File: config.mk
export PLATFORM = sky130hd
export DESIGN_NAME = handheld_console_timer
export DESIGN_NICKNAME = d
export VERILOG_FILES = /design/src/sv/htmr_pkg.sv /design/src/sv/htmr_front.sv /design/src/sv/htmr_queue.sv /design/src/sv/htmr_back.sv /design/src/sv/handheld_console_timer.sv
export SDC_FILE = /design/constraint.sdc
export NUM_CORES = 1
export LEC_CHECK = 0
export ABC_AREA = 1
export BUFFER_PORTS_ARGS = -buffer_cell sky130_fd_sc_hd__buf_2
export CAP_MARGIN = 20
export CORE_MARGIN = 4
export CORE_UTILIZATION = 45
export CTS_CLUSTER_SIZE = 30
export DETAILED_ROUTE_END_ITERATION = 10
export SLEW_MARGIN = 20
export SYNTH_ARGS = -nofsm -noshare
export SYNTH_HDL_FRONTEND = slang
export SYNTH_SLANG_ARGS = --single-unit
File: constraint.sdc
create_clock -name i_clk -period 5.1 [get_ports i_clk]
set_input_delay 0.255 -clock i_clk [delete_from_list [all_inputs] [get_ports i_clk]]
set_output_delay 0.255 -clock i_clk [all_outputs]
set_load 0.03 [all_outputs]
File: src/sv/htmr_pkg.sv
// Shared types and constants for the handheld console timer.
`default_nettype none
package htmr_pkg;

    // item modes
    localparam logic [1:0] MODE_TICK  = 2'd0;
    localparam logic [1:0] MODE_WRITE = 2'd1;
    localparam logic [1:0] MODE_READ  = 2'd2;

    // register indexes
    localparam logic [1:0] REG_DIV  = 2'd0;
    localparam logic [1:0] REG_TIMA = 2'd1;
    localparam logic [1:0] REG_TMA  = 2'd2;
    localparam logic [1:0] REG_TAC  = 2'd3;

    localparam int QUEUE_DEPTH = 2;

    typedef enum logic [2:0] {
        OP_NOP,
        OP_TICK,
        OP_WRITE_DIV,
        OP_WRITE_TIMA,
        OP_WRITE_TMA,
        OP_WRITE_TAC,
        OP_READ
    } t_op;

    typedef struct packed {
        t_op        op;
        logic [1:0] reg_sel;
        logic [7:0] wdata;
    } t_cmd;

    // counter period per clock select
    function automatic logic [31:0] period_of(input logic [1:0] sel);
        logic [31:0] p;
        case (sel)
            2'd0:    p = 32'd1024;
            2'd1:    p = 32'd16;
            2'd2:    p = 32'd64;
            default: p = 32'd256;
        endcase
        return p;
    endfunction

endpackage
`default_nettype wire

File: src/sv/htmr_front.sv
// Front end: takes input items and classifies them into commands.
`default_nettype none
module htmr_front (
    input  wire logic          i_valid,
    input  wire logic [1:0]    i_mode,
    input  wire logic [1:0]    i_reg_index,
    input  wire logic [7:0]    i_write_value,
    input  wire logic          i_queue_full,
    output logic               o_stall,
    output logic               o_push,
    output htmr_pkg::t_cmd     o_cmd
);
    import htmr_pkg::*;

    assign o_stall = i_queue_full;
    assign o_push  = i_valid && !i_queue_full;

    always_comb begin
        o_cmd.reg_sel = i_reg_index;
        o_cmd.wdata   = i_write_value;
        unique case (i_mode)
            MODE_TICK: begin
                o_cmd.op = OP_TICK;
            end
            MODE_WRITE: begin
                unique case (i_reg_index)
                    REG_DIV:  o_cmd.op = OP_WRITE_DIV;
                    REG_TIMA: o_cmd.op = OP_WRITE_TIMA;
                    REG_TMA:  o_cmd.op = OP_WRITE_TMA;
                    default:  o_cmd.op = OP_WRITE_TAC;
                endcase
            end
            MODE_READ: begin
                o_cmd.op = OP_READ;
            end
            default: begin
                o_cmd.op = OP_NOP;
            end
        endcase
    end

endmodule
`default_nettype wire

File: src/sv/htmr_queue.sv
// Short command queue between front and back end.
`default_nettype none
module htmr_queue (
    input  wire logic           i_clk,
    input  wire logic           i_rst_n,
    input  wire logic           i_push,
    input  wire htmr_pkg::t_cmd i_push_cmd,
    input  wire logic           i_pop,
    output htmr_pkg::t_cmd      o_pop_cmd,
    output logic                o_empty,
    output logic                o_full
);
    import htmr_pkg::*;

    localparam int PTR_W = $clog2(QUEUE_DEPTH);
    localparam int CNT_W = $clog2(QUEUE_DEPTH + 1);

    t_cmd             r_slot [QUEUE_DEPTH];
    logic [PTR_W-1:0] r_wr_ptr, n_wr_ptr;
    logic [PTR_W-1:0] r_rd_ptr, n_rd_ptr;
    logic [CNT_W-1:0] r_count, n_count;

    assign o_empty   = (r_count == '0);
    assign o_full    = (r_count == CNT_W'(QUEUE_DEPTH));
    assign o_pop_cmd = r_slot[r_rd_ptr];

    function automatic logic [PTR_W-1:0] bump(input logic [PTR_W-1:0] p);
        return (p == PTR_W'(QUEUE_DEPTH - 1)) ? '0 : p + PTR_W'(1);
    endfunction

    always_comb begin
        n_wr_ptr = i_push ? bump(r_wr_ptr) : r_wr_ptr;
        n_rd_ptr = i_pop  ? bump(r_rd_ptr) : r_rd_ptr;
        n_count  = r_count;
        if (i_push && !i_pop) begin
            n_count = r_count + CNT_W'(1);
        end else if (i_pop && !i_push) begin
            n_count = r_count - CNT_W'(1);
        end
    end

    always_ff @(posedge i_clk) begin
        if (!i_rst_n) begin
            r_wr_ptr <= '0;
            r_rd_ptr <= '0;
            r_count  <= '0;
        end else begin
            r_wr_ptr <= n_wr_ptr;
            r_rd_ptr <= n_rd_ptr;
            r_count  <= n_count;
        end
    end

    always_ff @(posedge i_clk) begin
        if (i_push) begin
            r_slot[r_wr_ptr] <= i_push_cmd;
        end
    end

endmodule
`default_nettype wire

File: src/sv/htmr_back.sv
// Back end: timer state, command execution and the result register.
`default_nettype none
module htmr_back #(
    parameter int TICK_CYCLES    = 16,
    parameter int DIVIDER_PERIOD = 256
) (
    input  wire logic           i_clk,
    input  wire logic           i_rst_n,
    input  wire logic           i_cmd_avail,
    input  wire htmr_pkg::t_cmd i_cmd,
    output logic                o_pop,
    output logic                o_valid,
    input  wire logic           i_stall,
    output logic [7:0]          o_read_data,
    output logic                o_timer_interrupt
);
    import htmr_pkg::*;

    localparam logic [31:0] TICK_STEP = 32'(TICK_CYCLES);
    localparam logic [31:0] DIV_STEP  = 32'(DIVIDER_PERIOD);

    logic [31:0] r_cycles,  n_cycles;
    logic [31:0] r_div_ref, n_div_ref;
    logic [31:0] r_cnt_ref, n_cnt_ref;
    logic [7:0]  r_div,  n_div;
    logic [7:0]  r_tima, n_tima;
    logic [7:0]  r_tma,  n_tma;
    logic        r_en,   n_en;
    logic [1:0]  r_sel,  n_sel;

    logic        r_out_valid;
    logic [7:0]  r_rdata, n_rdata;
    logic        r_irq,   n_irq;

    logic [31:0] period;
    logic [7:0]  tima_inc;

    // take a command when the result register is free or draining
    assign o_pop = i_cmd_avail && (!r_out_valid || !i_stall);

    assign o_valid           = r_out_valid;
    assign o_read_data       = r_rdata;
    assign o_timer_interrupt = r_irq;

    always_comb begin
        n_cycles  = r_cycles;
        n_div_ref = r_div_ref;
        n_cnt_ref = r_cnt_ref;
        n_div     = r_div;
        n_tima    = r_tima;
        n_tma     = r_tma;
        n_en      = r_en;
        n_sel     = r_sel;
        n_rdata   = 8'h00;
        n_irq     = 1'b0;
        period    = period_of(r_sel);
        tima_inc  = r_tima + 8'd1;

        unique case (i_cmd.op)
            OP_TICK: begin
                n_cycles = r_cycles + TICK_STEP;
                if ((n_cycles - r_div_ref) > DIV_STEP) begin
                    n_div     = r_div + 8'd1;
                    n_div_ref = r_div_ref + DIV_STEP;
                end
                if (r_en && ((n_cycles - r_cnt_ref) > period)) begin
                    n_cnt_ref = r_cnt_ref + period;
                    if (tima_inc == 8'h00) begin
                        n_tima = r_tma;
                        n_irq  = 1'b1;
                    end else begin
                        n_tima = tima_inc;
                    end
                end
            end
            OP_WRITE_DIV: begin
                n_div = 8'h00;
            end
            OP_WRITE_TIMA: begin
                if (i_cmd.wdata == 8'h00) begin
                    n_tima = r_tma;
                    n_irq  = 1'b1;
                end else begin
                    n_tima = i_cmd.wdata;
                end
            end
            OP_WRITE_TMA: begin
                n_tma = i_cmd.wdata;
            end
            OP_WRITE_TAC: begin
                n_en  = i_cmd.wdata[2];
                n_sel = i_cmd.wdata[1:0];
                if ((n_en && !r_en) || (n_sel != r_sel)) begin
                    n_cnt_ref = r_cycles;
                end
            end
            OP_READ: begin
                case (i_cmd.reg_sel)
                    REG_DIV:  n_rdata = r_div;
                    REG_TIMA: n_rdata = r_tima;
                    REG_TMA:  n_rdata = r_tma;
                    default:  n_rdata = {5'b00000, r_en, r_sel};
                endcase
            end
            default: begin
            end
        endcase
    end

    always_ff @(posedge i_clk) begin
        if (!i_rst_n) begin
            r_cycles    <= '0;
            r_div_ref   <= '0;
            r_cnt_ref   <= '0;
            r_div       <= '0;
            r_tima      <= '0;
            r_tma       <= '0;
            r_en        <= 1'b0;
            r_sel       <= '0;
            r_out_valid <= 1'b0;
        end else begin
            if (o_pop) begin
                r_cycles  <= n_cycles;
                r_div_ref <= n_div_ref;
                r_cnt_ref <= n_cnt_ref;
                r_div     <= n_div;
                r_tima    <= n_tima;
                r_tma     <= n_tma;
                r_en      <= n_en;
                r_sel     <= n_sel;
            end
            if (o_pop) begin
                r_out_valid <= 1'b1;
            end else if (!i_stall) begin
                r_out_valid <= 1'b0;
            end
        end
    end

    always_ff @(posedge i_clk) begin
        if (o_pop) begin
            r_rdata <= n_rdata;
            r_irq   <= n_irq;
        end
    end

endmodule
`default_nettype wire

File: src/sv/handheld_console_timer.sv
// Top level of the handheld console DIV/TIMA/TMA/TAC timer.
//
//   channel   direction  handshake          payload
//   -------   ---------  -----------------  -------------------------------------
//   input     in         i_valid / o_stall  i_mode, i_reg_index, i_write_value
//   result    out        o_valid / i_stall  o_read_data, o_timer_interrupt
//
// One item per cycle sustained while i_stall stays low; every item gives exactly one result.
// An accepted item is written into the two-entry command queue; the back end
// then pops it, executes it and loads the result register. The back end's
// execute step sets the rate.
// Reset (i_rst_n low, synchronous) clears all timer state, the queue and the
// result valid. o_stall rises only when the queue holds two items, which
// happens when i_stall holds a result and the back end cannot drain.
`default_nettype none
module handheld_console_timer #(
    parameter int TICK_CYCLES    = 16,
    parameter int DIVIDER_PERIOD = 256
) (
    input  wire logic       i_clk,
    input  wire logic       i_rst_n,
    input  wire logic       i_valid,
    output logic            o_stall,
    input  wire logic [1:0] i_mode,
    input  wire logic [1:0] i_reg_index,
    input  wire logic [7:0] i_write_value,
    output logic            o_valid,
    input  wire logic       i_stall,
    output logic [7:0]      o_read_data,
    output logic            o_timer_interrupt
);
    import htmr_pkg::*;

    // front -> queue
    logic push;
    t_cmd push_cmd;
    // queue -> back
    logic pop;
    t_cmd pop_cmd;
    logic q_empty;
    logic q_full;

    // decode and accept
    htmr_front u_front (
        .i_valid       (i_valid),
        .i_mode        (i_mode),
        .i_reg_index   (i_reg_index),
        .i_write_value (i_write_value),
        .i_queue_full  (q_full),
        .o_stall       (o_stall),
        .o_push        (push),
        .o_cmd         (push_cmd)
    );

    // decouples acceptance from result backpressure
    htmr_queue u_queue (
        .i_clk      (i_clk),
        .i_rst_n    (i_rst_n),
        .i_push     (push),
        .i_push_cmd (push_cmd),
        .i_pop      (pop),
        .o_pop_cmd  (pop_cmd),
        .o_empty    (q_empty),
        .o_full     (q_full)
    );

    // timer state and result register
    htmr_back #(
        .TICK_CYCLES    (TICK_CYCLES),
        .DIVIDER_PERIOD (DIVIDER_PERIOD)
    ) u_back (
        .i_clk             (i_clk),
        .i_rst_n           (i_rst_n),
        .i_cmd_avail       (!q_empty),
        .i_cmd             (pop_cmd),
        .o_pop             (pop),
        .o_valid           (o_valid),
        .i_stall           (i_stall),
        .o_read_data       (o_read_data),
        .o_timer_interrupt (o_timer_interrupt)
    );

endmodule
`default_nettype wire

**After elaboration in Yosys (flattened, before gate mapping)**

Memory sizes are Yosys's and may differ from the RTL's. A register that Yosys moved wholly into a read port is not among the register bits.
Cells that the tools add are included.

- Memories: 1
- Input bits: 16
- Register bits: 137
- Word-level logic and storage cells: 108
- Output and inout bits: 11
- Memory bits (writable): 26

Memories:

| memory | depth | bits a word | read ports | clocked after Yosys merged registers in | wr ports | line | RTL |
|---|---|---|---|---|---|---|---|
| u_queue.r_slot | 2 | 13 | 1 | 1 | 1 | htmr_queue.sv:18 | `t_cmd r_slot [QUEUE_DEPTH];` |

- Add/subtract/negate cells: 11
- $lt $le $gt $ge: 2
- Muxes and demuxes: 27
- Reduce and logical (&&, ||, !) cells: 33
- Equality and inequality tests: 20

Operators by type and width:

| cell | number |
|---|---|
| 2-to-1 mux 32 bit | 2 |
| case mux 32 bit (2 select lines) | 1 |
| subtractor 32 bit | 2 |
| case mux 11 bit (3 select lines) | 1 |
| adder 32 x 11 -> 32 bit | 1 |
| adder 32 x 5 -> 32 bit, second input constant | 1 |
| adder 32 x 9 -> 32 bit, second input constant | 1 |
| > comparator 32 x 11 -> 1 bit | 1 |
| > comparator 32 x 9 -> 1 bit, second input constant | 1 |
| 2-to-1 mux 8 bit | 4 |
| case mux 8 bit (2 select lines) | 2 |
| case mux 8 bit (3 select lines) | 1 |
| case mux 3 bit (3 select lines) | 2 |
| adder 8 x 1 -> 8 bit, second input constant | 2 |
| logical NOT 8 bit | 2 |
| 2-to-1 mux 1 bit | 11 |
| equality test 2 bit, second input constant | 5 |
| logical NOT 2 bit | 5 |
| equality test 3 bit, second input constant | 3 |
| AND reduction 3 bit | 3 |
| equality test 2 x 1 -> 1 bit, second input constant | 4 |
| != test 2 x 1 -> 1 bit, second input constant | 4 |
| nonzero test 2 bit | 4 |
| logical NOT 1 bit | 7 |
| 12 further kinds | 23 |

**Logic depth before layout (Yosys ltp)**

- Depth after elaboration: 7
- Gate-level depth with buffers: 35
- Mapped depth without buffers: 34

**Modules after synthesis**

A second synthesis with hierarchy kept.

- Cells, all modules: 2019
- Area, all modules: 12538.3 um^2

By module, submodules not included:

| module | cells each | area each (um^2) | instances | sequential area each (um^2) |
|---|---|---|---|---|
| htmr_back | 1920 | 11200.7 | 1 | 2432.3 |
| htmr_queue | 75 | 1203.7 | 1 | 880.8 |
| htmr_front | 23 | 130.1 | 1 | 0.0 |
| handheld_console_timer | 1 | 3.8 | 1 | 0.0 |

**Least setup slack after synthesis**

Ideal clock, no wire load.

- Kind: register to register
- Start point: register u_back.r_cycles[4]
- End point: register u_back.r_cnt_ref[5]
- Buffers on the path: 1
- Slack: 1.267 ns
- Library setup time: 0.113 ns
- Data required time: 4.987 ns
- Stages on the path, launching flop included: 35
- Period minus slack after synthesis: 3.833 ns
- Arrival time: 3.721 ns
- Path through: dfxtp_1 > ha_1 > nand2_1 > nor3_2 > nand2_1 > inv_2 > nand3_2 > nor2_1 > nand2_1 > nor2_2 > nand3_1 > nor2_1 > nand3_1 > nor2_1 > xor2_1 > inv_1 > ha_1 > nand2_1 > nor2_1 > nand2_1 > nor2_1 > nand2_1 > nand3_1 > nor2_1 > nor2_1 > nand3_1 > nor2_1 > nand3_1 > nand2_2 > nand2_4 > nand2_4 > buf_6 > nand2_1 > nand2_1 > nor2_1

- Cells in the longest elaborated chain, start to end: 6

RTL lines:

| what | line | RTL |
|---|---|---|
| start: declaration | htmr_back.sv:22 | `logic [31:0] r_cycles, n_cycles;` |
| start signal: assignment | htmr_back.sv:123 | `r_cycles <= n_cycles;` |
| adder 32 x 5 -> 32 bit | htmr_back.sv:61 | `n_cycles = r_cycles + TICK_STEP;` |
| subtractor 32 bit | htmr_back.sv:66 | `if (r_en && ((n_cycles - r_cnt_ref) > period)) begin` |
| > comparator 32 x 11 -> 1 bit | htmr_back.sv:66 |  |
| logical AND 1 bit | htmr_back.sv:66 |  |
| != test 2 x 1 -> 1 bit (no source line) | -- |  |
| AND reduction 4 bit (no source line) | -- |  |
| end signal: assignment | htmr_back.sv:125 | `r_cnt_ref <= n_cnt_ref;` |
| end: declaration | htmr_back.sv:24 | `logic [31:0] r_cnt_ref, n_cnt_ref;` |

No other way between the ends.
A chain may end at the register's enable or synchronous reset.

**Final worst setup path**

- Start point: register u_back.r_cycles[5]
- End point: register u_back.r_tima[0]

- Cells in the longest elaborated chain, start to end: 6

RTL lines:

| what | line | RTL |
|---|---|---|
| adder 32 x 5 -> 32 bit | htmr_back.sv:61 |  |
| subtractor 32 bit | htmr_back.sv:66 |  |
| > comparator 32 x 11 -> 1 bit | htmr_back.sv:66 |  |
| logical AND 1 bit | htmr_back.sv:66 |  |
| != test 2 x 1 -> 1 bit (no source line) | -- |  |
| AND reduction 3 bit (no source line) | -- |  |
| end signal: assignment | htmr_back.sv:127 | `r_tima <= n_tima;` |
| end: declaration | htmr_back.sv:26 | `logic [7:0] r_tima, n_tima;` |

No other way between the ends.

==> flow_metrics.tcl <==
set metrics [dict create \
    synth-async-reset-ratio 0 \
    grt_overflow_total 0 \
    synthTopCellsByCount "nand2_1 (475), inv_1 (254), nor2_1 (216), a21oi_1 (156), nand3_1 (119)" \
    place_inst 2188 \
    hp-start "i_write_value[3]" \
    setup_viol 0 \
    synth-edff-count 35 \
    grt_pass1_wl_um 53800 \
    outcome "completed" \
    ff2ff_path_depth 32 \
    avgViaCountPerCell 5.24 \
    worst_pin_slew_ns 0.849 \
    row_count 59 \
    ys.flop_type "dfxtp_1" \
    timing.critical_path.from "u_back.r_cycles[5]" \
    die_w_um 170 \
    nNetsFinal 1963 \
    crit_path_frequent_cell "nand2_1" \
    hold_depth 1 \
    track_usage 0.226 \
    endpoint_kind "flop" \
    required_ns 5.47 \
    start_util 0.456 \
    cts.sinks 148 \
    yosys_warnings 0 \
    dpl_cell_area_sq_um 12300 \
    synth-compound-area-share 0.145 \
    dieArea_sq_um 29000 \
    ant_nets 0 \
    cts_tree "done" \
    synth_area_leaders "dfxtp_1 (19%), nand2_1 (15%), edfxtp_1 (8.9%)" \
    stdcell_count 2228 \
    wl_per_cell_um 14.6 \
    path_class "flop to flop" \
    syn_avg_cell_area_sq_um 6.38 \
    final_cell_area_sq_um 13100 \
    clk_pin_slew_ns 0.08 \
    drc 0 \
    cts_buffers 17 \
    synth_area_sq_um 11800 \
    grt_start_max_net_pins 72 \
    drive_gt1_frac 0.0666 \
    timing.final.max_slew_violations 0 \
    io_buffers 26 \
    grt_pass1_vias 10900 \
    yosys.area_share.simple 0.337 \
    worst_setup_path_start_kind "flop" \
    gp_congestion 0.968 \
    drtPass1Iterations 5 \
    core_area_sq_um 26000 \
    syn-num-nets 1941 \
    p_leak_nw 6.08 \
    hold_path.class "input port to flop" \
    synth.area.mux_share 0 \
    insertion_delay_ns 0.44 \
    cts_root_buffer "clkbuf_16" \
    synth-seq-cells 148 \
    clock_path_buffers 2 \
    cp_max_fo 30 \
    fmax_mhz 215 \
    ios 27 \
    netlist_instances 1858 \
    antenna_found_initial 0 \
    yosysSeqAreaShare 0.280 \
    hold_viol 0 \
    wirelength_um 32600 \
    slew_headroom 0.433 \
    yosys.area.top_type_share 0.191 \
    netlist-cell-type-count 49 \
    fin_crit_sh 0.913 \
    synth_top_family_by_area "simple AND/OR/NAND/NOR gates" \
    slowest_stage "dfxtp_2" \
    yosysTopAreaCell "dfxtp_1" \
    fin_skew_ns 0.0121 \
    r2r-start "u_back.r_cycles[5]" \
    drt-initial-drc-count 882 \
    worstPathArrival_ns 5.03 \
    routed-via-count 11700 \
    hold_ws_ns 0.0198 \
    synth_most_common_cell "nand2_1" \
    num_antenna_cells 0 \
    synth_fa_ha_area_frac 0.0714 \
    syn_to_final_growth_pct 10.7 \
    htreeDepth 4 \
    dieHeight_um 170 \
    powerDensity_nw_per_um2 715 \
    critPathMaxStageDelay_ns 0.38 \
    maxCapViolCount 0 \
    vdd_ir_drop_max_uv 596 \
    synth_xor_area_frac 0.0650 \
    place_hpwl_um 25300 \
    min_period_ns 4.66 \
]
[layout by cell type (no fill, tap or decap), drive strengths merged, types with 2 or more instances in the layout]
| cell | count |
|---|---|
| a21o | 2 |
| nor3b | 4 |
| o22ai | 5 |
| or2 | 11 |
| nor3 | 35 |
| o211ai | 3 |
| ha | 66 |
| o31ai | 3 |
| nor4 | 12 |
| edfxtp | 35 |
| a31oi | 3 |
| xor2 | 74 |
| dlygate4sd3 | 7 |
| nand4 | 22 |
| nand3 | 122 |
| a221oi | 3 |
| nor2 | 221 |
| inv | 269 |
| a221o | 2 |
| o21ai | 117 |
| and2 | 3 |
| nand2 | 481 |
| dfxtp | 113 |
| a21oi | 156 |
| o21bai | 8 |
| buf | 38 |
| nand3b | 19 |
| clkbuf | 17 |
| o21a | 4 |
| a211oi | 8 |
| xnor2 | 14 |
| clkinv | 10 |
[kinds of logic (layout without fill, tap and decap cells)]
family / after synthesis / count (layout)
adders and majority gates: 67 / 67
buffers and inverters: 307 / 342
AOI/OAI and AO/OA: 316 / 316
and+or+nand+nor: 932 / 932
DFF: 148 / 148
xor gates and xnor gates: 88 / 88
[power by group]
part	internal, mW	switching (mW)	total [mW]
Sequential	1.48	0.238	1.72
Combinational	2.21	4.17	6.38
Clock	0.665	0.611	1.28
[critical path: cells and delay by family, from the launching register on]
kind	cells	cell delay, ns
and+or+nand+nor	26	3.10
adders and majority gates	2	0.49
buffers and inverters	3	0.39
DFF	1	0.38
xor gates and xnor gates	1	0.20
[flip-flops by register name, indices dropped and copies added, names as in the netlist, 2 cells and up, named ones only]
register and count:
u_back.o_read_data 8, u_back.r_cnt_ref 28, u_back.r_cycles 28, u_back.r_div 8, u_back.r_div_ref 24, u_back.r_sel 2, u_back.r_tima 8, u_back.r_tma 8
u_queue.r_count 2, u_queue.r_slot 26
[stage by stage]
stage / worst slack, ns / TNS [ns] / total power [mW] / util
after CTS: 0.0859 / 0 / 9.28 / 0.500
after global routing: -0.0123 / -0.0457 / 10.4 / 0.505
after global placement: 0.300 / 0 / 7.89 / 0.473
after detailed placement: 0.191 / 0 / 7.97 / 0.474
after floorplan: 1.27 / 0 / 6.53 / -
final: 0.442 / 0 / 9.37 / 0.505
[final timing paths]
| check | endpoint | slack (ns) |
|---|---|---|
| min | u_queue.r_slot[1][3] | 0.02 |
| min reg2reg | u_queue.r_rd_ptr | 0.45 |
| max | u_back.r_tima[0] | 0.44 |
| max reg2reg | u_back.r_tima[0] | 0.44 |
[metal layers]
metal | routed length (um) | share of wire | track usage | vias up
met1 | 15800 | 0.48 | 0.322 | 5289
met5 | 0 | 0 | 0 | -
met4 | 592 | 0.018 | 0.0649 | 0
met3 | 1490 | 0.046 | 0.0223 | 39
met2 | 14700 | 0.45 | 0.366 | 254
li1 | - | - | - | 6086
[area by class of cell]
class	instances	area, sq um
fill	2670	12900
multi-input combinational	1403	7450
sequential	148	3310
inverter	265	995
clock buffer	17	425
tap	335	419
timing repair buffer	45	323
clock inverter	15	188
[repair_timing]
item	CTS	global route
endpoints found under the hold margin	14	0
hold buffers	7	0
gates resized for setup	0	22
buffers inserted	0	1
setup endpoints to repair	0	69
Power figures use the tool's default switching activity.
